==> config.mk <==
export PLATFORM = sky130hd
export DESIGN_NAME = four_channel_hbridge_pwm_driver_core_flat
export DESIGN_NICKNAME = d
export VERILOG_FILES = /design/src/rtl/hbpwm_pkg.sv /design/src/rtl/hbpwm_cmd_if.sv /design/src/rtl/four_channel_hbridge_pwm_driver_core.sv /design/src/rtl/hbpwm_in_stage.sv /design/src/rtl/hbpwm_exec.sv /design/src/flat_wrapper.sv
export SDC_FILE = /design/constraint.sdc
export NUM_CORES = 1
export LEC_CHECK = 0
export BUFFER_PORTS_ARGS = -buffer_cell sky130_fd_sc_hd__buf_2
export CORE_MARGIN = 2
export CORE_UTILIZATION = 40
export CTS_BUF_LIST = sky130_fd_sc_hd__clkbuf_4
export CTS_CLUSTER_SIZE = 20
export DETAILED_ROUTE_END_ITERATION = 12
export GPL_ROUTABILITY_DRIVEN = 0
export GPL_TIMING_DRIVEN = 0
export SLEW_MARGIN = 25
export SYNTH_ARGS = -nofsm -noshare
export SYNTH_HDL_FRONTEND = slang
export SYNTH_SLANG_ARGS = --single-unit
==> constraint.sdc <==
create_clock -name clk -period 7.7 [get_ports clk]
set_input_delay 1.155 -clock clk [delete_from_list [all_inputs] [get_ports clk]]
set_output_delay 1.155 -clock clk [all_outputs]
set_load 0.02 [all_outputs]
==> src/rtl/hbpwm_pkg.sv <==
// Package with command codes, widths and word types for the H-bridge PWM driver.
`timescale 1ns / 1ps

package hbpwm_pkg;

    localparam int KIND_W  = 3;
    localparam int SPEED_W = 16;
    localparam int DUTY_W  = 10;
    localparam int NUM_CH  = 4;
    localparam int REG_IDX_W  = 1;
    localparam int REG_DATA_W = 10;

    // Register indexes
    localparam logic [REG_IDX_W-1:0] REG_MAX_SPEED    = 1'd0;
    localparam logic [REG_IDX_W-1:0] REG_REVERSE_MASK = 1'd1;

    // Register reset values
    localparam logic [DUTY_W-1:0] MAX_SPEED_RST    = 10'd100;
    localparam logic [NUM_CH-1:0] REVERSE_MASK_RST = 4'b0110;

    // Command codes
    localparam logic [KIND_W-1:0] KIND_SET_WHEELS = 3'd0;
    localparam logic [KIND_W-1:0] KIND_PWM_TICK   = 3'd1;
    localparam logic [KIND_W-1:0] KIND_COAST      = 3'd2;
    localparam logic [KIND_W-1:0] KIND_BRAKE      = 3'd3;
    localparam logic [KIND_W-1:0] KIND_LOCK       = 3'd4;
    localparam logic [KIND_W-1:0] KIND_UNLOCK     = 3'd5;

    localparam logic [NUM_CH-1:0] ALL_CH = '1;

    typedef struct packed {
        logic [KIND_W-1:0]         kind;
        logic signed [SPEED_W-1:0] speed_left_front;
        logic signed [SPEED_W-1:0] speed_left_rear;
        logic signed [SPEED_W-1:0] speed_right_rear;
        logic signed [SPEED_W-1:0] speed_right_front;
    } cmd_t;

    // Clamp a signed speed to +/- lim
    function automatic logic signed [DUTY_W:0] sat_speed(
        input logic signed [SPEED_W-1:0] speed,
        input logic [DUTY_W-1:0]         lim
    );
        logic signed [SPEED_W:0] s_ext;
        logic signed [SPEED_W:0] lim_ext;
        logic signed [SPEED_W:0] res;
        s_ext   = {speed[SPEED_W-1], speed};
        lim_ext = {{(SPEED_W-DUTY_W+1){1'b0}}, lim};
        if (s_ext > lim_ext)
            res = lim_ext;
        else if (s_ext < -lim_ext)
            res = -lim_ext;
        else
            res = s_ext;
        return res[DUTY_W:0];
    endfunction

endpackage

==> src/rtl/hbpwm_cmd_if.sv <==
// Channel interfaces for command words and pin-state words.
`timescale 1ns / 1ps

interface hbpwm_cmd_if;
    logic        valid;
    logic        ready;
    logic [2:0]  kind;
    logic signed [15:0] speed_left_front;
    logic signed [15:0] speed_left_rear;
    logic signed [15:0] speed_right_rear;
    logic signed [15:0] speed_right_front;

    modport source (
        output valid, kind, speed_left_front, speed_left_rear,
               speed_right_rear, speed_right_front,
        input  ready
    );
    modport sink (
        input  valid, kind, speed_left_front, speed_left_rear,
               speed_right_rear, speed_right_front,
        output ready
    );
endinterface

interface hbpwm_pin_if;
    logic       valid;
    logic       ready;
    logic [3:0] first_inputs;
    logic [3:0] second_inputs;
    logic [3:0] pwm_pins;
    logic       standby;
    logic       is_locked;

    modport source (
        output valid, first_inputs, second_inputs, pwm_pins, standby, is_locked,
        input  ready
    );
    modport sink (
        input  valid, first_inputs, second_inputs, pwm_pins, standby, is_locked,
        output ready
    );
endinterface

==> src/rtl/four_channel_hbridge_pwm_driver_core.sv <==
// Top level of the four-channel H-bridge PWM driver with its register file.
`timescale 1ns / 1ps

// Takes one command word per clock and returns one pin-state word per command;
// each is registered in the input register, then in the execute stage whose
// state registers form the result word. Full rate holds as long as results
// are taken; the input register keeps accepting while a result waits, and
// cmd.ready drops only when both stages hold a word. Registers max_speed
// (index 0) and reverse_mask (index 1) are written through cfg_we, cfg_index
// and cfg_data; the user must do so only while no command is in flight, as
// the block does not enforce it. The driver resets locked; unlock enables it.
module four_channel_hbridge_pwm_driver_core
    import hbpwm_pkg::*;
#(
    parameter int PWM_STEPS = 10
)
(
    input  logic                  clk,
    input  logic                  rst_n,
    input  logic                  cfg_we,
    input  logic [REG_IDX_W-1:0]  cfg_index,
    input  logic [REG_DATA_W-1:0] cfg_data,
    hbpwm_cmd_if.sink             cmd,
    hbpwm_pin_if.source           pins
);

    logic [DUTY_W-1:0] max_speed_reg;
    logic [NUM_CH-1:0] reverse_mask_reg;
    logic              stage_vld;
    cmd_t              stage_word;
    logic              stage_take;

    // Register writes
    always_ff @(posedge clk or negedge rst_n)
    begin
        if (!rst_n)
        begin
            max_speed_reg    <= MAX_SPEED_RST;
            reverse_mask_reg <= REVERSE_MASK_RST;
        end
        else if (cfg_we)
        begin
            case (cfg_index)
                REG_MAX_SPEED:    max_speed_reg    <= cfg_data[DUTY_W-1:0];
                REG_REVERSE_MASK: reverse_mask_reg <= cfg_data[NUM_CH-1:0];
                default:          max_speed_reg    <= max_speed_reg;
            endcase
        end
    end

    hbpwm_in_stage u_in_stage (
        .clk   (clk),
        .rst_n (rst_n),
        .cmd   (cmd),
        .vld   (stage_vld),
        .word  (stage_word),
        .take  (stage_take)
    );

    hbpwm_exec #(
        .PWM_STEPS (PWM_STEPS)
    ) u_exec (
        .clk          (clk),
        .rst_n        (rst_n),
        .vld          (stage_vld),
        .word         (stage_word),
        .take         (stage_take),
        .max_speed    (max_speed_reg),
        .reverse_mask (reverse_mask_reg),
        .pins         (pins)
    );

endmodule

==> src/rtl/hbpwm_in_stage.sv <==
// Input register stage that holds one command word ahead of the execute stage.
`timescale 1ns / 1ps

module hbpwm_in_stage
    import hbpwm_pkg::*;
(
    input  logic clk,
    input  logic rst_n,
    hbpwm_cmd_if.sink cmd,
    output logic      vld,
    output cmd_t      word,
    input  logic      take
);

    logic vld_reg;
    logic vld_next;
    cmd_t word_reg;
    logic load;

    // Load a new word when the stage is empty or its word moves on
    assign cmd.ready = !vld_reg || take;
    assign load      = cmd.valid && cmd.ready;

    always_comb
    begin
        if (load)
            vld_next = 1'b1;
        else if (take)
            vld_next = 1'b0;
        else
            vld_next = vld_reg;
    end

    always_ff @(posedge clk or negedge rst_n)
    begin
        if (!rst_n)
            vld_reg <= 1'b0;
        else
            vld_reg <= vld_next;
    end

    // Capture payload
    always_ff @(posedge clk)
    begin
        if (load)
        begin
            word_reg.kind              <= cmd.kind;
            word_reg.speed_left_front  <= cmd.speed_left_front;
            word_reg.speed_left_rear   <= cmd.speed_left_rear;
            word_reg.speed_right_rear  <= cmd.speed_right_rear;
            word_reg.speed_right_front <= cmd.speed_right_front;
        end
    end

    assign vld  = vld_reg;
    assign word = word_reg;

endmodule

==> src/rtl/hbpwm_exec.sv <==
// Execute stage: applies one command to the driver state and presents the pin word.
`timescale 1ns / 1ps

module hbpwm_exec
    import hbpwm_pkg::*;
#(
    parameter int PWM_STEPS = 10
)
(
    input  logic clk,
    input  logic rst_n,
    input  logic              vld,
    input  cmd_t              word,
    output logic              take,
    input  logic [DUTY_W-1:0] max_speed,
    input  logic [NUM_CH-1:0] reverse_mask,
    hbpwm_pin_if.source       pins
);

    localparam int PH_W  = (PWM_STEPS > 2) ? $clog2(PWM_STEPS) : 1;
    localparam int THR_W = $clog2(PWM_STEPS * (PWM_STEPS - 1) + 1);
    localparam int CMP_W = (THR_W > DUTY_W) ? THR_W : DUTY_W;
    localparam logic [PH_W-1:0] PH_LAST = PH_W'(PWM_STEPS - 1);

    logic              out_vld_reg;
    logic              locked_reg, locked_next;
    logic [NUM_CH-1:0] first_reg, first_next;
    logic [NUM_CH-1:0] second_reg, second_next;
    logic [NUM_CH-1:0] pwm_reg, pwm_next;
    logic              standby_reg, standby_next;
    logic [DUTY_W-1:0] duty_reg [NUM_CH];
    logic [DUTY_W-1:0] duty_next [NUM_CH];
    logic [PH_W-1:0]   phase_reg, phase_next;

    logic signed [SPEED_W-1:0] speed [NUM_CH];
    logic signed [DUTY_W:0]    sat [NUM_CH];
    logic [DUTY_W:0]           mag [NUM_CH];
    logic [NUM_CH-1:0]         fwd;
    logic [NUM_CH-1:0]         rev;
    logic [NUM_CH-1:0]         pwm_cmp;
    logic [CMP_W-1:0]          thr;
    logic                      apply;

    // Advance when the result slot is free or being drained
    assign take  = !out_vld_reg || pins.ready;
    assign apply = vld && take;

    assign speed[0] = word.speed_left_front;
    assign speed[1] = word.speed_left_rear;
    assign speed[2] = word.speed_right_rear;
    assign speed[3] = word.speed_right_front;

    // Saturate speeds and derive direction per channel
    always_comb
    begin
        for (int c = 0; c < NUM_CH; c++)
        begin
            sat[c] = sat_speed(speed[c], max_speed);
            mag[c] = sat[c][DUTY_W] ? (DUTY_W+1)'(-sat[c]) : sat[c];
            fwd[c] = (sat[c] != '0) && (sat[c][DUTY_W] == reverse_mask[c]);
            rev[c] = (sat[c] != '0) && (sat[c][DUTY_W] != reverse_mask[c]);
        end
    end

    // Compare duties against the current phase threshold
    assign thr = CMP_W'(phase_reg) * CMP_W'(PWM_STEPS);

    always_comb
    begin
        for (int c = 0; c < NUM_CH; c++)
            pwm_cmp[c] = CMP_W'(duty_reg[c]) > thr;
    end

    // Command decode
    always_comb
    begin
        locked_next  = locked_reg;
        first_next   = first_reg;
        second_next  = second_reg;
        pwm_next     = pwm_reg;
        standby_next = standby_reg;
        phase_next   = phase_reg;
        for (int c = 0; c < NUM_CH; c++)
            duty_next[c] = duty_reg[c];

        case (word.kind)
            KIND_SET_WHEELS:
            begin
                if (!locked_reg)
                begin
                    standby_next = 1'b1;
                    first_next   = fwd;
                    second_next  = rev;
                    for (int c = 0; c < NUM_CH; c++)
                        duty_next[c] = mag[c][DUTY_W-1:0];
                end
            end
            KIND_PWM_TICK:
            begin
                if (locked_reg)
                begin
                    pwm_next     = '0;
                    standby_next = 1'b0;
                end
                else
                begin
                    standby_next = 1'b1;
                    pwm_next     = pwm_cmp;
                    phase_next   = (phase_reg >= PH_LAST) ? '0 : phase_reg + 1'b1;
                end
            end
            KIND_COAST:
            begin
                first_next  = '0;
                second_next = '0;
                pwm_next    = '0;
                for (int c = 0; c < NUM_CH; c++)
                    duty_next[c] = '0;
            end
            KIND_BRAKE, KIND_LOCK:
            begin
                if (!locked_reg)
                begin
                    standby_next = 1'b1;
                    pwm_next     = ALL_CH;
                    first_next   = ALL_CH;
                    second_next  = ALL_CH;
                    for (int c = 0; c < NUM_CH; c++)
                        duty_next[c] = max_speed;
                end
                if (word.kind == KIND_LOCK)
                begin
                    pwm_next     = '0;
                    standby_next = 1'b0;
                    locked_next  = 1'b1;
                end
            end
            KIND_UNLOCK:
            begin
                standby_next = 1'b1;
                pwm_next     = ALL_CH;
                locked_next  = 1'b0;
            end
            default:
            begin
                locked_next = locked_reg;
            end
        endcase
    end

    // Hold state; it doubles as the result word
    always_ff @(posedge clk or negedge rst_n)
    begin
        if (!rst_n)
        begin
            out_vld_reg <= 1'b0;
            locked_reg  <= 1'b1;
            first_reg   <= '0;
            second_reg  <= '0;
            pwm_reg     <= '0;
            standby_reg <= 1'b0;
            phase_reg   <= '0;
            for (int c = 0; c < NUM_CH; c++)
                duty_reg[c] <= '0;
        end
        else
        begin
            if (take)
                out_vld_reg <= vld;
            if (apply)
            begin
                locked_reg  <= locked_next;
                first_reg   <= first_next;
                second_reg  <= second_next;
                pwm_reg     <= pwm_next;
                standby_reg <= standby_next;
                phase_reg   <= phase_next;
                for (int c = 0; c < NUM_CH; c++)
                    duty_reg[c] <= duty_next[c];
            end
        end
    end

    assign pins.valid         = out_vld_reg;
    assign pins.first_inputs  = first_reg;
    assign pins.second_inputs = second_reg;
    assign pins.pwm_pins      = pwm_reg;
    assign pins.standby       = standby_reg;
    assign pins.is_locked     = locked_reg;

    // Locked driver keeps standby low and all PWM pins off
    a_locked_quiet: assert property (@(posedge clk) disable iff (!rst_n)
        locked_reg |-> (!standby_reg && pwm_reg == '0))
        else $error("locked driver has standby or PWM active");

    // Phase stays inside the PWM period
    a_phase_range: assert property (@(posedge clk) disable iff (!rst_n)
        phase_reg <= PH_LAST)
        else $error("PWM phase out of range");

    // Phase does not move while locked
    a_phase_frozen: assert property (@(posedge clk) disable iff (!rst_n)
        locked_reg |=> $stable(phase_reg))
        else $error("PWM phase advanced while locked");

    // Both bridge inputs high only as a full brake
    a_brake_only: assert property (@(posedge clk) disable iff (!rst_n)
        ((first_reg & second_reg) != '0) |-> (first_reg == ALL_CH && second_reg == ALL_CH))
        else $error("partial brake pattern on bridge inputs");

    // State changes only when a command word is applied
    a_state_hold: assert property (@(posedge clk) disable iff (!rst_n)
        !apply |=> ($stable(locked_reg) && $stable(pwm_reg) && $stable(standby_reg)))
        else $error("driver state changed without a command");

endmodule
==> src/flat_wrapper.sv <==
// flat-port wrapper written by rule: the top's interface ports become plain ports
module four_channel_hbridge_pwm_driver_core_flat import hbpwm_pkg::*;
#(
    parameter int PWM_STEPS = 10
)
  (clk, rst_n, cfg_we, cfg_index, cfg_data, cmd_valid, cmd_kind, cmd_speed_left_front, cmd_speed_left_rear, cmd_speed_right_rear, cmd_speed_right_front, cmd_ready, pins_valid, pins_first_inputs, pins_second_inputs, pins_pwm_pins, pins_standby, pins_is_locked, pins_ready);
  hbpwm_cmd_if cmd_i ();
  hbpwm_pin_if pins_i ();
  input  logic clk;
  input  logic rst_n;
  input  logic cfg_we;
  input  logic [REG_IDX_W-1:0] cfg_index;
  input  logic [REG_DATA_W-1:0] cfg_data;
  input wire logic [$bits(cmd_i.valid)-1:0] cmd_valid;
  input wire logic [$bits(cmd_i.kind)-1:0] cmd_kind;
  input wire logic [$bits(cmd_i.speed_left_front)-1:0] cmd_speed_left_front;
  input wire logic [$bits(cmd_i.speed_left_rear)-1:0] cmd_speed_left_rear;
  input wire logic [$bits(cmd_i.speed_right_rear)-1:0] cmd_speed_right_rear;
  input wire logic [$bits(cmd_i.speed_right_front)-1:0] cmd_speed_right_front;
  output wire logic [$bits(cmd_i.ready)-1:0] cmd_ready;
  output wire logic [$bits(pins_i.valid)-1:0] pins_valid;
  output wire logic [$bits(pins_i.first_inputs)-1:0] pins_first_inputs;
  output wire logic [$bits(pins_i.second_inputs)-1:0] pins_second_inputs;
  output wire logic [$bits(pins_i.pwm_pins)-1:0] pins_pwm_pins;
  output wire logic [$bits(pins_i.standby)-1:0] pins_standby;
  output wire logic [$bits(pins_i.is_locked)-1:0] pins_is_locked;
  input wire logic [$bits(pins_i.ready)-1:0] pins_ready;
  assign cmd_i.valid = cmd_valid;
  assign cmd_i.kind = cmd_kind;
  assign cmd_i.speed_left_front = cmd_speed_left_front;
  assign cmd_i.speed_left_rear = cmd_speed_left_rear;
  assign cmd_i.speed_right_rear = cmd_speed_right_rear;
  assign cmd_i.speed_right_front = cmd_speed_right_front;
  assign cmd_ready = cmd_i.ready;
  assign pins_valid = pins_i.valid;
  assign pins_first_inputs = pins_i.first_inputs;
  assign pins_second_inputs = pins_i.second_inputs;
  assign pins_pwm_pins = pins_i.pwm_pins;
  assign pins_standby = pins_i.standby;
  assign pins_is_locked = pins_i.is_locked;
  assign pins_i.ready = pins_ready;
  four_channel_hbridge_pwm_driver_core #(.PWM_STEPS(PWM_STEPS)) u_core (.clk(clk), .rst_n(rst_n), .cfg_we(cfg_we), .cfg_index(cfg_index), .cfg_data(cfg_data), .cmd(cmd_i), .pins(pins_i));
endmodule
* Yosys cells after proc, flatten, opt, wreduce, memory -nomap -nowiden
Index checks and enable logic that the tools add are counted.
** Storage, ports and cells
- Logic and storage cells :: 122
- Output and inout bits :: 16
- Register bits :: 141
- Input bits :: 83
** Operators by class
- Add/sub/neg operators :: 6
- Magnitude comparators :: 13
- Equality and inequality tests :: 17
- Reduce and logical (&&, ||, !) cells :: 32
- Mux-type cells :: 32
- Bitwise operators :: 2
- Multipliers :: 1
** Operators by type and width (number)
- 40-bit case mux with 3 select lines :: 1
- 11-bit two-way mux :: 8
- 40-bit two-way mux :: 2
- 16-bit by 17-bit < comparator with 1-bit output :: 4
- 16-bit by 11-bit > comparator with 1-bit output :: 4
- 11-bit nonzero test :: 4
- 10-bit by 8-bit > comparator with 1-bit output :: 4
- 10-bit two-way mux :: 4
- 10-bit negation :: 4
- 4-bit two-way mux :: 6
- 4-bit case mux with 3 select lines :: 2
- 10-bit negation with 17-bit output :: 1
- 4-bit case mux with 4 select lines :: 1
- 1-bit logical AND :: 10
- 3-bit AND reduction :: 3
- 4-bit nonzero test :: 2
- 4-bit by 3-bit multiplier with 7-bit output (second input constant) :: 1
- 3-bit by 2-bit equality test with 1-bit output (second input constant) :: 2
- 3-bit equality test (second input constant) :: 2
- 1-bit two-way mux :: 6
- 2-bit inequality test (second input constant) :: 3
- 2-bit AND reduction :: 3
- 4-bit by 1-bit adder with 4-bit output (second input constant) :: 1
- 1-bit equality test :: 4
- 14 further kinds :: 21

* Longest topological paths before layout
- Depth in word-level cells :: 8
- Mapped depth :: 24
- Depth with buffers taken out :: 22

* By module
From an unflattened synthesis, not the netlist that was laid out.
** Second synthesis, totals
- Cells, all modules :: 1125
- Area total of the unflattened synthesis :: 10867.9 um^2
** By module, submodules not included
- hbpwm_exec :: cells each 1023, instances 1, sequential area each 1477.7 um^2, area an instance 8212.9 um^2
- hbpwm_in_stage :: cells each 71, instances 1, sequential area each 2037.0 um^2, area an instance 2065.7 um^2
- four_channel_hbridge_pwm_driver_core :: cells each 31, instances 1, sequential area each 356.6 um^2, area an instance 589.3 um^2

* Least setup slack after synthesis
Ideal clock, no wire load.
- Kind :: reg2reg
- Start :: reg u_core.max_speed_reg[0]
- End :: reg u_core.u_exec.duty_reg[37] in the netlist's numbering
- Period minus slack after synthesis :: 5.018 ns
- Stages on the path, launching flop included :: 24
- Setup time :: 0.116 ns
- Arrival :: 4.902 ns
- Path slack :: 2.682 ns
- Buffers on the path :: 4
- Required time :: 7.584 ns
- Path through :: dfrtp_1 > clkbuf_1 > inv_1 > ha_1 > or3b_2 > nor2_1 > nand2_1 > nand2_1 > and2_1 > inv_1 > ha_1 > nand4_1 > or4_1 > a21oi_1 > a211oi_1 > mux2_4 > buf_6 > clkbuf_1 > o22ai_1 > or2_2 > and3_1 > clkbuf_1 > a2111o_1 > o311ai_0
** On the way
- Longest elaborated chain between the ends :: 8
- Elaborated cells on any way between the ends :: 9
- Classes of those cells :: 2 x add/sub; 2 x order compare; 5 x mux
** Ends and longest elaborated chain
- start, declared :: RTL line four_channel_hbridge_pwm_driver_core.sv:27 : logic [DUTY_W-1:0] max_speed_reg;
- start signal, assigned :: RTL line four_channel_hbridge_pwm_driver_core.sv:44 : REG_MAX_SPEED: max_speed_reg <= cfg_data[DUTY_W-1:0];
- start signal, assigned :: RTL line four_channel_hbridge_pwm_driver_core.sv:46 : default: max_speed_reg <= max_speed_reg;
- 10-bit negation with 17-bit output :: RTL line hbpwm_pkg.sv:52 : res = -lim_ext;
- 16-bit by 17-bit < comparator with 1-bit output :: RTL line hbpwm_pkg.sv:51 : else if (s_ext < -lim_ext)
- 11-bit two-way mux :: RTL line hbpwm_pkg.sv:51
- 11-bit two-way mux * :: RTL line hbpwm_pkg.sv:49 : if (s_ext > lim_ext)
- 10-bit negation :: RTL line hbpwm_exec.sv:59 : mag[c] = sat[c][DUTY_W] ? (DUTY_W+1)'(-sat[c]) : sat[c];
- 10-bit two-way mux * :: RTL line hbpwm_exec.sv:59
- 40-bit two-way mux * :: RTL line hbpwm_exec.sv:89 : if (!locked_reg)
- 40-bit case mux with 3 select lines * :: RTL line hbpwm_exec.sv:86 : case (word.kind)
- end signal, assigned by index :: RTL line hbpwm_exec.sv:179 : duty_reg[c] <= duty_next[c];
- end, declared :: RTL line hbpwm_exec.sv:31 : logic [DUTY_W-1:0] duty_reg [NUM_CH];
Mark *: on every way between the ends. The rest lies on a longest branch, timed or not. The select of a mux whose other input is x is not followed.
A chain may end at the register's enable or synchronous reset.

* Worst setup path in the final report
- Start :: reg u_core.max_speed_reg[0]
- End :: reg u_core.u_exec.first_reg[1] (netlist: u_core.u_exec.pins.first_inputs[1])
** On the way
- Longest elaborated chain between the ends :: 8
- Elaborated cells on any way between the ends :: 10
- Classes of those cells :: 1 x add/sub; 2 x order compare; 1 x eq/ne; 4 x mux; 2 x reduce/logical
** Ends and longest elaborated chain
- 10-bit negation with 17-bit output :: RTL line hbpwm_pkg.sv:52
- 16-bit by 17-bit < comparator with 1-bit output :: RTL line hbpwm_pkg.sv:51
- 11-bit two-way mux :: RTL line hbpwm_pkg.sv:51
- 11-bit two-way mux * :: RTL line hbpwm_pkg.sv:49
- 11-bit nonzero test / 1-bit equality test (equally long branches) :: RTL line hbpwm_exec.sv:60 : fwd[c] = (sat[c] != '0) && (sat[c][DUTY_W] == reverse_mask[c]);
- 1-bit logical AND * :: RTL line hbpwm_exec.sv:60
- 4-bit two-way mux * :: RTL line hbpwm_exec.sv:89
- 4-bit case mux with 3 select lines * :: RTL line hbpwm_exec.sv:86
- end signal, assigned :: RTL line hbpwm_exec.sv:173 : first_reg <= first_next;
- end, declared :: RTL line hbpwm_exec.sv:27 : logic [NUM_CH-1:0] first_reg, first_next;
Marked as above.

==> flow_summary.json <==
{
  "ys_types": 77,
  "hold_path_class": "flop to flop",
  "grt-ovfl-total": 0,
  "grt_pass1_vias": 9731,
  "wirelength_um": 35860,
  "cts_max_level": 4,
  "layout-drive-gt1-share": 0.1310,
  "grt_max_degree": 57,
  "crit_path_start": "u_core.max_speed_reg[0]",
  "crit_arrival_ps": 7810,
  "io_buffer_count": 98,
  "final_nets": 1542,
  "powerDensity_nw_per_um2": 245.6,
  "largest_reg_flops": 67,
  "cts-root-buf": "clkbuf_4",
  "io_pins": 99,
  "die_height_um": 170.1,
  "critPathLaunchType": "flop",
  "start_util": 0.4085,
  "fin_skew_ps": 25.93,
  "post-route-period-util": 0.9610,
  "worstPathMaxFanout": 10,
  "wl_per_cell_um": 21.47,
  "first_pass_iters": 5,
  "synthToLayoutAreaGrowth_pct": 11.49,
  "layout.cells.non_filler": 1670,
  "netlist_area_um2": 11040,
  "worst_pin_slew_ps": 1091,
  "criticalPathCategory": "flop to flop",
  "syn_avg_cell_area_um2": 9.231,
  "worst_slack_ps": 300.3,
  "clock_path_buffers": 2,
  "cts_tree": "yes",
  "numClockSinks": 141,
  "slew_violations": 0,
  "die_w_um": 170.1,
  "cts_hold_buffers": 0,
  "avgViaCountPerCell": 6.065,
  "drtAntennaViolNets": 0,
  "syn_inst": 1196,
  "clkTransAtPathRegs_ps": 130,
  "synth.area.top_cells": "edfxtp_1 18%, ha_1 16%, dfrtp_1 15%",
  "synth.top_cell.area_share": 0.1822,
  "max_freq_mhz": 135.1,
  "fin_setup_tns_ps": 0,
  "rows": 60,
  "vias": 10128,
  "required_ps": 8110,
  "cts_buffers": 17,
  "crit_path_end_kind": "flop",
  "yosysMostFrequentCell": "ha_1",
  "hpwl_um": 28540,
  "yosys_most_used_dff": "dfrtp_1",
  "grt_setup_unrepaired": "no",
  "drc": 0,
  "first_iter_violations": 846,
  "async_flop_share": 0.5248,
  "min_from": "u_core.u_exec.pins.standby",
  "dp_cells": 1637,
  "die_area_um2": 28950,
  "track_usage": 0.2515,
  "yosysTopAreaCell": "edfxtp_1",
  "status": "completed",
  "max-slew-margin-rel": 0.2649,
  "synth_common_cells": "143 x ha_1, 101 x o21ai_0, 94 x a21oi_1",
  "clock_latency_ps": 570,
  "num-fill-cells": 2675,
  "synth_edf_count": 67,
  "postCtsSetupBuffers": 0,
  "synth_nets": 1423,
  "rr_startpoint": "u_core.max_speed_reg[0]",
  "hold_ws_ps": 504.5,
  "grt_pass1_wl_um": 55350,
  "yosysSeqAreaShare": 0.3506,
  "peakVddDrop_v": 0.0001122,
  "yosys_warnings": 0,
  "ys_ff_latch": 141,
  "min_period_ps": 7400,
  "setup_violations": 0,
  "cts_resized": 0,
  "antenna_found_initial": 1,
  "cap_violations": 0,
  "p_leak_nw": 5.209,
  "finalHoldViolCount": 0,
  "pre_cts_ws_ps": 620.9,
  "multiInputGateArea_um2": 6840,
  "regArea_um2": 3871,
  "core_um2": 27030
}
==> critical path, cell delays in order (launching register included) <==
cell      delay, ps
dfrtp_1         550
clkbuf_1        370
or4_1           480
clkbuf_1        220
nor2_1          530
nand3_1         510
xnor2_1         710
ha_1            350
and4_1          180
and3_1          190
o31ai_1         340
nand3_1         250
a21oi_2         430
buf_2           320
a22oi_1         120
a22oi_1         480
nand4_1         260
o311ai_0        800
a21oi_1         150
==> layer usage <==
metal,wire (um),vias up,global-route usage
met5,0,-,0
met4,1888,0,0.1156
met3,2084,112,0.04256
met2,16230,423,0.4107
met1,15650,4744,0.3259
li1,-,4849,-
==> layout make-up <==
cell class,instances,share of cell area
clock inverters,12,0.01189
well taps,341,0.03466
clock buffers,20,0.01220
multi-input cells,970,0.5557
plain buffers,45,0.01474
flip-flops and latches,141,0.3145
inverters,40,0.01220
repair buffers,100,0.04391
diodes,1,0.0002033
==> where the power goes <==
part	internal [mW]	switching (mW)	total [mW]	leakage [nW]
clock network	0.234	0.293	0.527	0.162
registers	0.960	0.149	1.11	1.50
logic	0.553	0.835	1.39	3.55
total	1.75	1.28	3.02	5.21
==> placed cells by master (no fill, tap or decap), drive strengths merged, types with 17 or more instances in the layout <==
cell type    n
buf        108
o21a        24
nand2b      17
nand2       87
nor2b       17
edfxtp      67
dfrtp       68
a21o        22
clkbuf      57
o21ai      101
nand4       25
nor2        92
mux2i       25
nand3       39
a21oi       96
inv         39
nor3        22
ha         143
==> path summary, 6_finish.rpt <==
kind,end,slack (ps),depth (start not counted)
max,u_core.u_exec.pins.first_inputs[1],300,18
min,u_core.u_exec.pins.standby,500,2
max reg2reg,u_core.u_exec.pins.first_inputs[1],300,18
min reg2reg,u_core.u_exec.pins.standby,500,2
max in group asynchronous,u_core.reverse_mask_reg[2],6530,2
min in group asynchronous,u_core.u_exec.pins.standby,520,1
==> cells by family (layout without fill, tap and decap cells) <==
group / count (synthesis) / in the layout / synth area share
other: 0 / 1 / 0
buffers and inverters: 85 / 217 / 0.03003
AOI/OAI and AO/OA: 391 / 391 / 0.2307
and+or+nand+nor: 379 / 379 / 0.1742
muxes: 38 / 38 / 0.03626
DFF: 141 / 141 / 0.3506
adders and majority gates: 144 / 144 / 0.1639
xor gates and xnor gates: 18 / 18 / 0.01428
==> metrics by stage <==
stage	util	total power, mW	instance area [um2]
floorplan	-	2.047	11040
global placement	0.4425	2.449	11960
detailed placement	0.4444	2.488	12010
CTS	0.4554	3.023	12310
global route	0.4555	3.268	12310
finish	0.4555	3.023	12310
(Power assumes the default switching activity.)
